[src/hw/rtl/lpr_pkg.sv]
package lpr_pkg;

  localparam int MAX_ORDERS  = 4;
  localparam int MAX_DEGREES = 16;

  localparam int POINT_W = 24;
  localparam int VALUE_W = 48;
  localparam int ORDER_W = 2;
  localparam int DEGREE_W = 4;
  localparam int FRAC_W = 24;

  localparam int DEG_CNT_W = 5;
  localparam int ORD_CNT_W = 3;

  // register indexes (byte address is 4x index)
  localparam logic REG_DEGREE_COUNT = 1'b0;
  localparam logic REG_ORDER_COUNT  = 1'b1;

  localparam logic [DEG_CNT_W-1:0] DEG_CNT_RESET = 5'd16;
  localparam logic [ORD_CNT_W-1:0] ORD_CNT_RESET = 3'd4;

  localparam logic [VALUE_W-1:0] VALUE_POS_SAT = 48'h7FFF_FFFF_FFFF;
  localparam logic [VALUE_W-1:0] VALUE_NEG_SAT = 48'h8000_0000_0000;

  // round(2^24 / n), Q0.24
  function automatic logic [FRAC_W-1:0] recip(input logic [DEGREE_W-1:0] n);
    logic [FRAC_W-1:0] r;
    case (n)
      4'd2:    r = 24'd8388608;
      4'd3:    r = 24'd5592405;
      4'd4:    r = 24'd4194304;
      4'd5:    r = 24'd3355443;
      4'd6:    r = 24'd2796203;
      4'd7:    r = 24'd2396745;
      4'd8:    r = 24'd2097152;
      4'd9:    r = 24'd1864135;
      4'd10:   r = 24'd1677722;
      4'd11:   r = 24'd1525201;
      4'd12:   r = 24'd1398101;
      4'd13:   r = 24'd1290555;
      4'd14:   r = 24'd1198373;
      4'd15:   r = 24'd1118481;
      default: r = 24'd0;
    endcase
    return r;
  endfunction

endpackage

[src/hw/rtl/lpr_point_if.sv]
interface lpr_point_if;
  logic                          valid;
  logic                          ready;
  logic [lpr_pkg::POINT_W-1:0]   eta_point;

  modport source (output valid, output eta_point, input ready);
  modport sink   (input valid, input eta_point, output ready);
endinterface

[src/hw/rtl/lpr_result_if.sv]
interface lpr_result_if;
  logic                          valid;
  logic                          ready;
  logic [lpr_pkg::VALUE_W-1:0]   poly_value;
  logic [lpr_pkg::ORDER_W-1:0]   order_index;
  logic [lpr_pkg::DEGREE_W-1:0]  degree_index;
  logic                          overflowed;
  logic                          last_of_run;

  modport source (output valid, output poly_value, output order_index,
                  output degree_index, output overflowed, output last_of_run,
                  input ready);
  modport sink   (input valid, input poly_value, input order_index,
                  input degree_index, input overflowed, input last_of_run,
                  output ready);
endinterface

[src/hw/rtl/laguerre_polynomial_recurrence_top.sv]
// Generalized Laguerre evaluator. Each beat on "point" carries one eta (unsigned
// Q8.16); the block answers with one beat on "result" per (m, n), m outer, n
// inner, for m < order_count and n < degree_count, values signed Q24.24,
// saturated and flagged on overflow. last_of_run marks the final beat of a point.
// Registers on the APB port: 0x0 degree_count (clamped to 2..16), 0x4
// order_count (clamped to 1..4); write them only while the block is idle.
// One point is in work at a time: point.ready is high only when idle.
// L0 and L1 are emitted straight from S_EMIT; every higher degree runs through
// S_M0..S_M5, as the one shared 35x25 multiplier is used six times (A/n, B/n,
// then the two coefficients times the 24-bit halves of L(n-1) and L(n-2)); the
// four L products are summed in an 84-bit accumulator, and S_M5 is held until
// the last one is in. The first result enters the output register from S_EMIT,
// which follows acceptance of the point, once that register is free.
// The result sits in an output register; when the receiver stalls, the
// sequencer holds at the next value until the register is free, so nothing is
// lost. Reset (rst, synchronous) empties the output, returns to idle and sets
// the registers to 16 degrees and 4 orders.
module laguerre_polynomial_recurrence_top (
  input  logic                 clk,
  input  logic                 rst,
  lpr_point_if.sink            point,
  lpr_result_if.source         result,
  input  logic                 psel,
  input  logic                 penable,
  input  logic                 pwrite,
  input  logic [2:0]           paddr,
  input  logic [31:0]          pwdata,
  output logic [31:0]          prdata,
  output logic                 pready
);

  localparam logic [2:0] S_IDLE = 3'd0;
  localparam logic [2:0] S_EMIT = 3'd1;
  localparam logic [2:0] S_M0   = 3'd2;
  localparam logic [2:0] S_M1   = 3'd3;
  localparam logic [2:0] S_M2   = 3'd4;
  localparam logic [2:0] S_M3   = 3'd5;
  localparam logic [2:0] S_M4   = 3'd6;
  localparam logic [2:0] S_M5   = 3'd7;

  logic [2:0] state;
  logic [2:0] state_next;
  logic       m5_done;   // marks the final accumulate step of S_M5

  logic [lpr_pkg::DEG_CNT_W-1:0] degree_count;
  logic [lpr_pkg::ORD_CNT_W-1:0] order_count;

  logic [lpr_pkg::POINT_W-1:0]  eta;
  logic [lpr_pkg::DEGREE_W-1:0] n_idx;
  logic [lpr_pkg::ORDER_W-1:0]  m_idx;
  logic [lpr_pkg::DEGREE_W-1:0] last_deg;
  logic [lpr_pkg::ORDER_W-1:0]  last_ord;
  logic [lpr_pkg::VALUE_W-1:0]  l1;
  logic [lpr_pkg::VALUE_W-1:0]  l2;

  logic signed [34:0] mul_a;
  logic signed [24:0] mul_b;
  logic signed [59:0] prod;
  logic [34:0]        ca;
  logic [34:0]        cb;
  logic [83:0]        acc;

  logic        res_valid;
  logic [47:0] res_value;
  logic [1:0]  res_order;
  logic [3:0]  res_degree;
  logic        res_sat;
  logic        res_last;

  // ---------------- configuration port ----------------
  logic cfg_write;
  logic [lpr_pkg::DEG_CNT_W-1:0] deg_eff;
  logic [lpr_pkg::ORD_CNT_W-1:0] ord_eff;

  assign pready    = 1'b1;
  assign cfg_write = psel && penable && pwrite && pready;

  always_comb begin
    case (paddr[2])
      lpr_pkg::REG_DEGREE_COUNT: prdata = {27'd0, degree_count};
      lpr_pkg::REG_ORDER_COUNT:  prdata = {29'd0, order_count};
      default:                   prdata = 32'd0;
    endcase
  end

  always_comb begin
    if (degree_count < 5'd2) begin
      deg_eff = 5'd2;
    end else if (degree_count > lpr_pkg::DEG_CNT_W'(lpr_pkg::MAX_DEGREES)) begin
      deg_eff = lpr_pkg::DEG_CNT_W'(lpr_pkg::MAX_DEGREES);
    end else begin
      deg_eff = degree_count;
    end
    if (order_count == 3'd0) begin
      ord_eff = 3'd1;
    end else if (order_count > lpr_pkg::ORD_CNT_W'(lpr_pkg::MAX_ORDERS)) begin
      ord_eff = lpr_pkg::ORD_CNT_W'(lpr_pkg::MAX_ORDERS);
    end else begin
      ord_eff = order_count;
    end
  end

  // ---------------- operand selection ----------------
  logic [5:0]  a_k;
  logic [4:0]  b_k;
  logic [34:0] a_coef;
  logic [23:0] r_n;

  assign a_k    = 6'({n_idx, 1'b0}) - 6'd1 + 6'(m_idx);
  assign b_k    = 5'(n_idx) - 5'd1 + 5'(m_idx);
  assign a_coef = {5'd0, a_k, 24'd0} - {3'd0, eta, 8'd0};
  assign r_n    = lpr_pkg::recip(n_idx);

  always_comb begin
    case (state)
      S_M0: begin
        mul_a = $signed(a_coef);
        mul_b = $signed({1'b0, r_n});
      end
      S_M1: begin
        mul_a = $signed(35'(b_k));
        mul_b = $signed({1'b0, r_n});
      end
      S_M2: begin
        mul_a = $signed(ca);
        mul_b = $signed({1'b0, l1[23:0]});
      end
      S_M3: begin
        mul_a = $signed(ca);
        mul_b = $signed({l1[47], l1[47:24]});
      end
      S_M4: begin
        mul_a = $signed(cb);
        mul_b = $signed({1'b0, l2[23:0]});
      end
      S_M5: begin
        mul_a = $signed(cb);
        mul_b = $signed({l2[47], l2[47:24]});
      end
      default: begin
        mul_a = '0;
        mul_b = '0;
      end
    endcase
  end

  always_ff @(posedge clk) begin
    prod <= mul_a * mul_b;
  end

  // ---------------- value formation ----------------
  logic [59:0] ca_sum;
  logic [83:0] fin_sum;
  logic [12:0] fin_top;
  logic        fin_fits;
  logic [47:0] rec_value;
  logic [47:0] seed1;
  logic [47:0] emit_value;
  logic        emit_sat;
  logic        emit_fire;
  logic        deg_end;
  logic        ord_end;

  assign ca_sum   = prod + 60'h80_0000;
  assign fin_sum  = acc + 84'h80_0000;
  // bits above the 48-bit result must all match its sign bit
  assign fin_top  = fin_sum[83:71];
  assign fin_fits = (fin_top == '0) || (fin_top == '1);
  assign rec_value = fin_fits ? fin_sum[71:24] :
                     (fin_sum[83] ? lpr_pkg::VALUE_NEG_SAT : lpr_pkg::VALUE_POS_SAT);
  assign seed1 = {21'd0, 3'({1'b0, m_idx}) + 3'd1, 24'd0} - {16'd0, eta, 8'd0};

  always_comb begin
    if (n_idx == 4'd0) begin
      emit_value = 48'h1_00_0000;
      emit_sat   = 1'b0;
    end else if (n_idx == 4'd1) begin
      emit_value = seed1;
      emit_sat   = 1'b0;
    end else begin
      emit_value = rec_value;
      emit_sat   = !fin_fits;
    end
  end

  assign emit_fire = (state == S_EMIT) && (!res_valid || result.ready);
  assign deg_end   = (n_idx == last_deg);
  assign ord_end   = (m_idx == last_ord);

  always_comb begin
    state_next = state;
    case (state)
      S_IDLE: begin
        if (point.valid) begin
          state_next = S_EMIT;
        end
      end
      S_EMIT: begin
        if (emit_fire) begin
          if (deg_end && ord_end) begin
            state_next = S_IDLE;
          end else if (deg_end || n_idx == 4'd0) begin
            state_next = S_EMIT;
          end else begin
            state_next = S_M0;
          end
        end
      end
      S_M0: state_next = S_M1;
      S_M1: state_next = S_M2;
      S_M2: state_next = S_M3;
      S_M3: state_next = S_M4;
      S_M4: state_next = S_M5;
      S_M5: begin
        if (m5_done) begin
          state_next = S_EMIT;
        end
      end
      default: state_next = S_IDLE;
    endcase
  end

  assign point.ready = (state == S_IDLE);

  always_ff @(posedge clk) begin
    if (rst) begin
      state        <= S_IDLE;
      m5_done      <= 1'b0;
      res_valid    <= 1'b0;
      degree_count <= lpr_pkg::DEG_CNT_RESET;
      order_count  <= lpr_pkg::ORD_CNT_RESET;
    end else begin
      state   <= state_next;
      m5_done <= (state == S_M5) && !m5_done;
      if (cfg_write) begin
        case (paddr[2])
          lpr_pkg::REG_DEGREE_COUNT: degree_count <= pwdata[4:0];
          lpr_pkg::REG_ORDER_COUNT:  order_count  <= pwdata[2:0];
          default: ;
        endcase
      end
      if (emit_fire) begin
        res_valid <= 1'b1;
      end else if (result.ready) begin
        res_valid <= 1'b0;
      end
    end
  end

  // datapath registers
  always_ff @(posedge clk) begin
    if (point.valid && point.ready) begin
      eta      <= point.eta_point;
      n_idx    <= '0;
      m_idx    <= '0;
      last_deg <= 4'(deg_eff - 5'd1);
      last_ord <= 2'(ord_eff - 3'd1);
    end
    case (state)
      S_M1: ca  <= ca_sum[58:24];
      S_M2: cb  <= prod[34:0];
      S_M3: acc <= {{24{prod[59]}}, prod};
      S_M4: acc <= acc + {prod, 24'd0};
      S_M5: begin
        if (!m5_done) begin
          acc <= acc - {{24{prod[59]}}, prod};
        end else begin
          acc <= acc - {prod, 24'd0};
        end
      end
      default: ;
    endcase
    if (emit_fire) begin
      res_value  <= emit_value;
      res_order  <= m_idx;
      res_degree <= n_idx;
      res_sat    <= emit_sat;
      res_last   <= deg_end && ord_end;
      if (deg_end) begin
        n_idx <= '0;
        m_idx <= m_idx + 2'd1;
        l1    <= '0;
        l2    <= '0;
      end else begin
        n_idx <= n_idx + 4'd1;
        l1    <= emit_value;
        l2    <= l1;
      end
    end
  end

  assign result.valid        = res_valid;
  assign result.poly_value   = res_value;
  assign result.order_index  = res_order;
  assign result.degree_index = res_degree;
  assign result.overflowed   = res_sat;
  assign result.last_of_run  = res_last;

`ifndef SYNTHESIS
  a_sat_value: assert property (@(posedge clk) disable iff (rst)
    result.valid && result.overflowed |->
      (result.poly_value == lpr_pkg::VALUE_POS_SAT) ||
      (result.poly_value == lpr_pkg::VALUE_NEG_SAT))
    else $error("saturated beat without a rail value");

  a_start: assert property (@(posedge clk) disable iff (rst)
    point.valid && point.ready |=> state == S_EMIT && n_idx == 4'd0 && m_idx == 2'd0)
    else $error("point accepted but run did not start at m=0 n=0");

  a_last_idle: assert property (@(posedge clk) disable iff (rst)
    emit_fire && deg_end && ord_end |=> point.ready && result.valid && result.last_of_run)
    else $error("final beat did not return block to idle");

  a_deg_range: assert property (@(posedge clk) disable iff (rst)
    state != S_IDLE |-> n_idx <= last_deg && m_idx <= last_ord)
    else $error("index beyond programmed count");

  a_low_exact: assert property (@(posedge clk) disable iff (rst)
    emit_fire && n_idx < 4'd2 |-> !emit_sat)
    else $error("seed degree flagged as overflow");
`endif

endmodule

[src/flat_wrapper.sv]
// flat-port wrapper written by rule: the top's interface ports become plain ports
module laguerre_polynomial_recurrence_top_flat 
  (clk, rst, psel, penable, pwrite, paddr, pwdata, prdata, pready, point_valid, point_eta_point, point_ready, result_valid, result_poly_value, result_order_index, result_degree_index, result_overflowed, result_last_of_run, result_ready);
  lpr_point_if point_i ();
  lpr_result_if result_i ();
  input  logic clk;
  input  logic rst;
  input  logic psel;
  input  logic penable;
  input  logic pwrite;
  input  logic [2:0] paddr;
  input  logic [31:0] pwdata;
  output logic [31:0] prdata;
  output logic pready;
  input wire logic [$bits(point_i.valid)-1:0] point_valid;
  input wire logic [$bits(point_i.eta_point)-1:0] point_eta_point;
  output wire logic [$bits(point_i.ready)-1:0] point_ready;
  output wire logic [$bits(result_i.valid)-1:0] result_valid;
  output wire logic [$bits(result_i.poly_value)-1:0] result_poly_value;
  output wire logic [$bits(result_i.order_index)-1:0] result_order_index;
  output wire logic [$bits(result_i.degree_index)-1:0] result_degree_index;
  output wire logic [$bits(result_i.overflowed)-1:0] result_overflowed;
  output wire logic [$bits(result_i.last_of_run)-1:0] result_last_of_run;
  input wire logic [$bits(result_i.ready)-1:0] result_ready;
  assign point_i.valid = point_valid;
  assign point_i.eta_point = point_eta_point;
  assign point_ready = point_i.ready;
  assign result_valid = result_i.valid;
  assign result_poly_value = result_i.poly_value;
  assign result_order_index = result_i.order_index;
  assign result_degree_index = result_i.degree_index;
  assign result_overflowed = result_i.overflowed;
  assign result_last_of_run = result_i.last_of_run;
  assign result_i.ready = result_ready;
  laguerre_polynomial_recurrence_top u_core (.clk(clk), .rst(rst), .point(point_i), .result(result_i), .psel(psel), .penable(penable), .pwrite(pwrite), .paddr(paddr), .pwdata(pwdata), .prdata(prdata), .pready(pready));
endmodule
[config.mk]
export PLATFORM = sky130hd
export DESIGN_NAME = laguerre_polynomial_recurrence_top_flat
export DESIGN_NICKNAME = d
export VERILOG_FILES = /design/src/hw/rtl/lpr_pkg.sv /design/src/hw/rtl/lpr_point_if.sv /design/src/hw/rtl/lpr_result_if.sv /design/src/hw/rtl/laguerre_polynomial_recurrence_top.sv /design/src/flat_wrapper.sv
export SDC_FILE = /design/constraint.sdc
export NUM_CORES = 2
export LEC_CHECK = 0
export ABC_AREA = 1
export BUFFER_PORTS_ARGS = -buffer_cell sky130_fd_sc_hd__buf_4
export CAP_MARGIN = 20
export CORE_MARGIN = 4
export CORE_UTILIZATION = 70
export CTS_BUF_LIST = sky130_fd_sc_hd__clkbuf_16
export DETAILED_ROUTE_END_ITERATION = 12
export PLACE_DENSITY = 0.88
export SLEW_MARGIN = 5
export SYNTH_ARGS = -nofsm -noshare
export SYNTH_HDL_FRONTEND = slang
export SYNTH_SLANG_ARGS = --single-unit
export TNS_END_PERCENT = 10
[constraint.sdc]
create_clock -name clk -period 15.87 [get_ports clk]
set_input_delay 1.587 -clock clk [delete_from_list [all_inputs] [get_ports clk]]
set_output_delay 1.587 -clock clk [all_outputs]
set_load 0.03 [all_outputs]
==> metrics.log, run 1 <==
INFO  metric result_of_the_run = did not finish
INFO  metric flow.stopped_at = global routing (5_1_grt)
INFO  metric first_reported_error = [ERROR GRT-0232] Routing congestion too high. Check the congestion heatmap in the GUI.
INFO  metric yosys_warnings = 0
INFO  metric portBuffers = 99
INFO  metric postSynthAreaPerCell = 7.396 um^2
INFO  metric synth_top_flop_cell = sky130_fd_sc_hd__edfxtp_1
INFO  metric synthesis.instances = 9,114
INFO  metric synth-seq-area-share = 0.1797
INFO  metric postSynth.asyncResetShare = 0
INFO  metric die-height = 318.3 um
INFO  metric row_count = 113
INFO  metric post_cts_resize_count = 0
INFO  metric synth.ff_latch_count = 435
INFO  metric die_w = 318.3 um
INFO  metric number_of_distinct_standard_cells_referenced_by_the_synthesized_netlist = 63
INFO  metric grt_total_usage = 0.7201
INFO  metric htreeDepth = 2
INFO  metric clockRootBuffer = sky130_fd_sc_hd__clkbuf_16
INFO  metric ioPinCount = 157
INFO  metric clock_sink_count = 435
INFO  metric ctsLongestPathBuffers = 3
INFO  metric hold_buffers = 0
INFO  metric postCtsSetupRepairBufs = 0
INFO  metric maximum_number_of_pins_on_one_net_before_global_route_repair = 100
INFO  metric post_synth_edffs = 340
INFO  metric number_of_buffers_added_by_the_clock_tree_synthesis_step = 48
INFO  metric gp_routability_congestion = 1.205
INFO  metric hpwl = 237.7 mm
INFO  metric synth.cell_area = 0.06740 mm^2
INFO  metric dpl_cell_area = 0.06932 mm^2
INFO  metric grt_overflow = 120
INFO  metric start_util = 0.7073
-- Yosys cell counts (84+ instances only) --
library cell | number | area share
sky130_fd_sc_hd__nand2_1 | 1850 | 0.10
sky130_fd_sc_hd__inv_1 | 1802 | 0.10
sky130_fd_sc_hd__nor2_1 | 1282 | 0.071
sky130_fd_sc_hd__fa_1 | 883 | 0.26
sky130_fd_sc_hd__a21oi_1 | 506 | 0.038
sky130_fd_sc_hd__o21ai_0 | 427 | 0.032
sky130_fd_sc_hd__nand3_1 | 406 | 0.030
sky130_fd_sc_hd__ha_1 | 396 | 0.074
sky130_fd_sc_hd__edfxtp_1 | 340 | 0.15
sky130_fd_sc_hd__xor2_1 | 163 | 0.021
sky130_fd_sc_hd__clkbuf_1 | 157 | 0.0087
sky130_fd_sc_hd__dfxtp_1 | 95 | 0.028
sky130_fd_sc_hd__nor3_1 | 84 | 0.0062
-- kinds of logic after synthesis --
| family | synth area share |
|---|---|
| flip-flops | 0.1797 |
| AND/OR/NAND/NOR | 0.2294 |
| AO/OA/AOI/OAI | 0.1051 |
| XOR/XNOR | 0.02961 |
| other | 0.0001114 |
| adder cells (fa/ha/maj) | 0.3358 |
| buffers and inverters | 0.1203 |
-- metal layers --
layer	overflow	global-route usage
met1	6	0.7352
met3	5	0.5497
met5	0	0.2879
met4	40	0.7165
met2	69	0.8778
-- per-stage QoR --
| stage | cells | setup WS, ns |
|---|---|---|
| floorplan | 9140 | 6.546 |
| global placement | 10310 | 4.459 |
| detailed placement | 10320 | 3.924 |
| CTS | 10410 | 3.621 |
==> run 2, diff against run 1 <==
--- a/config.mk
+++ b/config.mk
@@ -9,10 +9,9 @@
 export BUFFER_PORTS_ARGS = -buffer_cell sky130_fd_sc_hd__buf_4
 export CAP_MARGIN = 20
 export CORE_MARGIN = 4
-export CORE_UTILIZATION = 70
-export CTS_BUF_LIST = sky130_fd_sc_hd__clkbuf_16
+export CORE_UTILIZATION = 40
 export DETAILED_ROUTE_END_ITERATION = 12
-export PLACE_DENSITY = 0.88
+export PLACE_DENSITY_LB_ADDON = 0.15
 export SLEW_MARGIN = 5
 export SYNTH_ARGS = -nofsm -noshare
 export SYNTH_HDL_FRONTEND = slang
==> metrics.log, run 2 <==
INFO  metric hold_buffers = 0
INFO  metric worst_path_most_repeated_cell = sky130_fd_sc_hd__inv_1
INFO  metric number_of_distinct_standard_cells_referenced_by_the_synthesized_netlist = 63
INFO  metric time_the_final_worst_path_needs_with_i_o_delays_and_setup = 12.39 ns
INFO  metric hold_violations = 0
INFO  metric clockRootBuffer = sky130_fd_sc_hd__clkbuf_16
INFO  metric post_drt_wl_per_cell = 28.22 um
INFO  metric synth-seq-area-share = 0.1797
INFO  metric final-setup-viol-count = 0
INFO  metric fraction_of_final_layout_cells_sized_beyond_drive_strength_1 = 0.04453
INFO  metric critPathMaxStageDelay = 1.25 ns
INFO  metric post_synth_edffs = 340
INFO  metric insertion_delay = 0.70 ns
INFO  metric crit_required = 16.37 ns
INFO  metric power_leakage = 32.39 nW
INFO  metric result_of_the_run = complete, no violations
INFO  metric ctsLongestPathBuffers = 3
INFO  metric max-slew-margin-rel = 0.1437
INFO  metric cts.clk_slew.worst_paths = 0.06 ns
INFO  metric critPathCaptureType = flip-flop
INFO  metric hpwl = 266.2 mm
INFO  metric cp.depth = 35
INFO  metric post_cts_resize_count = 0
INFO  metric dieArea = 0.1751 mm^2
INFO  metric clock_sink_count = 435
INFO  metric cp_num_buf_inv = 8
INFO  metric detail_route.iter0.violations = 6,130
INFO  metric tritoncts = yes
INFO  metric yosys_warnings = 0
INFO  metric comb_power_share = 0.565
INFO  metric critical_path_arrival = 12.89 ns
INFO  metric drv_cap = 0
INFO  metric synth.largest_area_cell = sky130_fd_sc_hd__fa_1
INFO  metric detailedRoute.firstPassIterationCount = 6
INFO  metric grt_antenna_before_repair = 8
INFO  metric number_of_buffers_added_by_the_clock_tree_synthesis_step = 54
INFO  metric grt_overflow = 0
INFO  metric synth_most_common_cell = sky130_fd_sc_hd__nand2_1
INFO  metric first_global_vias = 63,380
INFO  metric pwr-share-clk = 0.190
INFO  metric gp_routability_congestion = 1.048
INFO  metric critPathMaxFanout = 21
INFO  metric worst_hold_slack = 0.4936 ns
INFO  metric power = 6.797 mW
INFO  metric layout-area-overhead-vs-synth = 7.728%
INFO  metric power_density = 93.61 mW/mm^2
INFO  metric synth.ff_latch_count = 435
INFO  metric via_count = 63,230
INFO  metric min_period_over_period = 0.7807
INFO  metric worst_hold_path_type = flip-flop to flip-flop
INFO  metric synth_top_flop_cell = sky130_fd_sc_hd__edfxtp_1
INFO  metric start_util = 0.4026
INFO  metric viasPerCell = 5.548
INFO  metric final_max_slew_violation_count = 0
INFO  metric finClkSkew = 0.06348 ns
INFO  metric largest_register_ff_count = 84
INFO  metric synth_top_area_frac = 0.2623
INFO  metric htreeDepth = 2
INFO  metric postSynthAreaPerCell = 7.396 um^2
INFO  metric postSynth.asyncResetShare = 0
INFO  metric fmax = 80.72 MHz
INFO  metric die-height = 418.5 um
INFO  metric detail_route.wirelength = 321.6 mm
INFO  metric min_delay_path_depth = 0
INFO  metric drt_drc_violations_left = 0
INFO  metric reg2regPathDepth = 35
INFO  metric cellInternalPower = 3.214 mW
INFO  metric coreArea = 0.1674 mm^2
INFO  metric maximum_number_of_pins_on_one_net_before_global_route_repair = 152
INFO  metric totalNegativeSetupSlack = 0 ns
INFO  metric synth.cell_area = 0.06740 mm^2
INFO  metric peakVddDrop = 0.09725 mV
INFO  metric crit_slowest_cell = sky130_fd_sc_hd__fa_1
INFO  metric postCtsSetupRepairBufs = 0
INFO  metric most_frequent_cells_in_the_layout = sky130_fd_sc_hd__nand2_1, sky130_fd_sc_hd__inv_1, sky130_fd_sc_hd__nor2_1
INFO  metric total_switching_power = 3.583 mW
INFO  metric die_w = 418.5 um
INFO  metric largest-register = u_core.acc
INFO  metric antenna_left = 0
INFO  metric grt_total_usage = 0.3629
INFO  metric grt_first_pass_wirelength = 454.7 mm
INFO  metric p_sw_frac = 0.5272
INFO  metric ioPinCount = 157
INFO  metric layout_commonest_cell = sky130_fd_sc_hd__nand2_1
INFO  metric synth.top_cells.by_count = sky130_fd_sc_hd__nand2_1, sky130_fd_sc_hd__inv_1, sky130_fd_sc_hd__nor2_1, sky130_fd_sc_hd__fa_1, sky130_fd_sc_hd__a21oi_1
INFO  metric max_slew.worst_pin.slew = 1.271 ns
INFO  metric synthesis.instances = 9,114
INFO  metric final_nets = 10,480
INFO  metric path_class = flip-flop to flip-flop
INFO  metric critical-path-top-delay-family = adder cells
INFO  metric setup_repair_after_global_routing_missed_its_margin = no
INFO  metric reg_top3 = u_core.acc (84), u_core.prod (60)
INFO  metric row_count = 150
INFO  metric synth.top_cells.by_area = sky130_fd_sc_hd__fa_1, sky130_fd_sc_hd__edfxtp_1, sky130_fd_sc_hd__nand2_1
INFO  metric portBuffers = 99
INFO  metric seq_power_share = 0.245
INFO  metric critical_path.startpoint_type = flip-flop
run 2: cells by family after synthesis:
family,after synthesis,share of synthesized area
buffers and inverters,2107,0.1203
xor gates and xnor gates,227,0.02961
AOI/OAI and AO/OA,1254,0.1051
other,2,0.0001114
DFF,435,0.1797
and+or+nand+nor,3810,0.2294
adders and majority gates,1279,0.3358
run 2: final cells by class:
cell class,count,area (um^2)
Fill cell,17860,94800
Multi-Input combinational cell,6598,47380
Sequential cell,435,12110
Inverter,1841,6912
Tap cell,2204,2758
Timing Repair Buffer,209,1602
Clock buffer,69,1519
Clock inverter,33,315.3
Antenna cell,7,17.52
run 2: worst reg2reg max path: cells and delay by family, from the launching register on:
kind	cells	cell delay (ns)
flops	1	0.55
fa+ha+maj	11	5.43
compound gates	8	2.68
buf+inv	8	1.50
simple gates	5	1.42
xor+xnor	3	0.66
run 2: worst paths after layout:
check	startpoint	endpoint	slack (ns)
setup / recovery	u_core.n_idx[0]$_DFFE_PN_	u_core.prod[59]$_DFF_P_	3.48
hold / removal	u_core.prod[10]$_DFF_P_	u_core.cb[10]$_DFFE_PP_	0.49
setup reg to reg	u_core.n_idx[0]$_DFFE_PN_	u_core.prod[59]$_DFF_P_	3.48
hold reg to reg	u_core.prod[10]$_DFF_P_	u_core.cb[10]$_DFFE_PP_	0.49
run 2: through the flow:
step	worst slack [ns]	util	std cells	cell area [um^2]
global placement	3.733	0.4225	11290	70730
floorplan	6.546	-	9140	67500
global route	2.943	0.4336	11390	72600
detailed placement	3.695	0.4225	11290	70730
CTS	3.621	0.4335	11390	72570
finish	3.481	0.4337	11400	72610
run 2: power groups by stage:
stage	Clock (mW)	Combinational, mW	Sequential [mW]
global placement	0	3.74	1.67
detailed placement	0	3.73	1.68
finish	1.29	3.84	1.66
floorplan	0	2.14	1.66
global route	1.36	4.10	1.67
CTS	1.31	3.76	1.66
run 2: layer usage:
metal	track usage	wire length [um]	vias up
met2	0.5805	144100	2678
met3	0.04978	22280	592
met1	0.4657	129500	31560
met4	0.2252	25640	8
met5	0	47	-
li1	-	-	28390
Power figures use the tool's default switching activity.
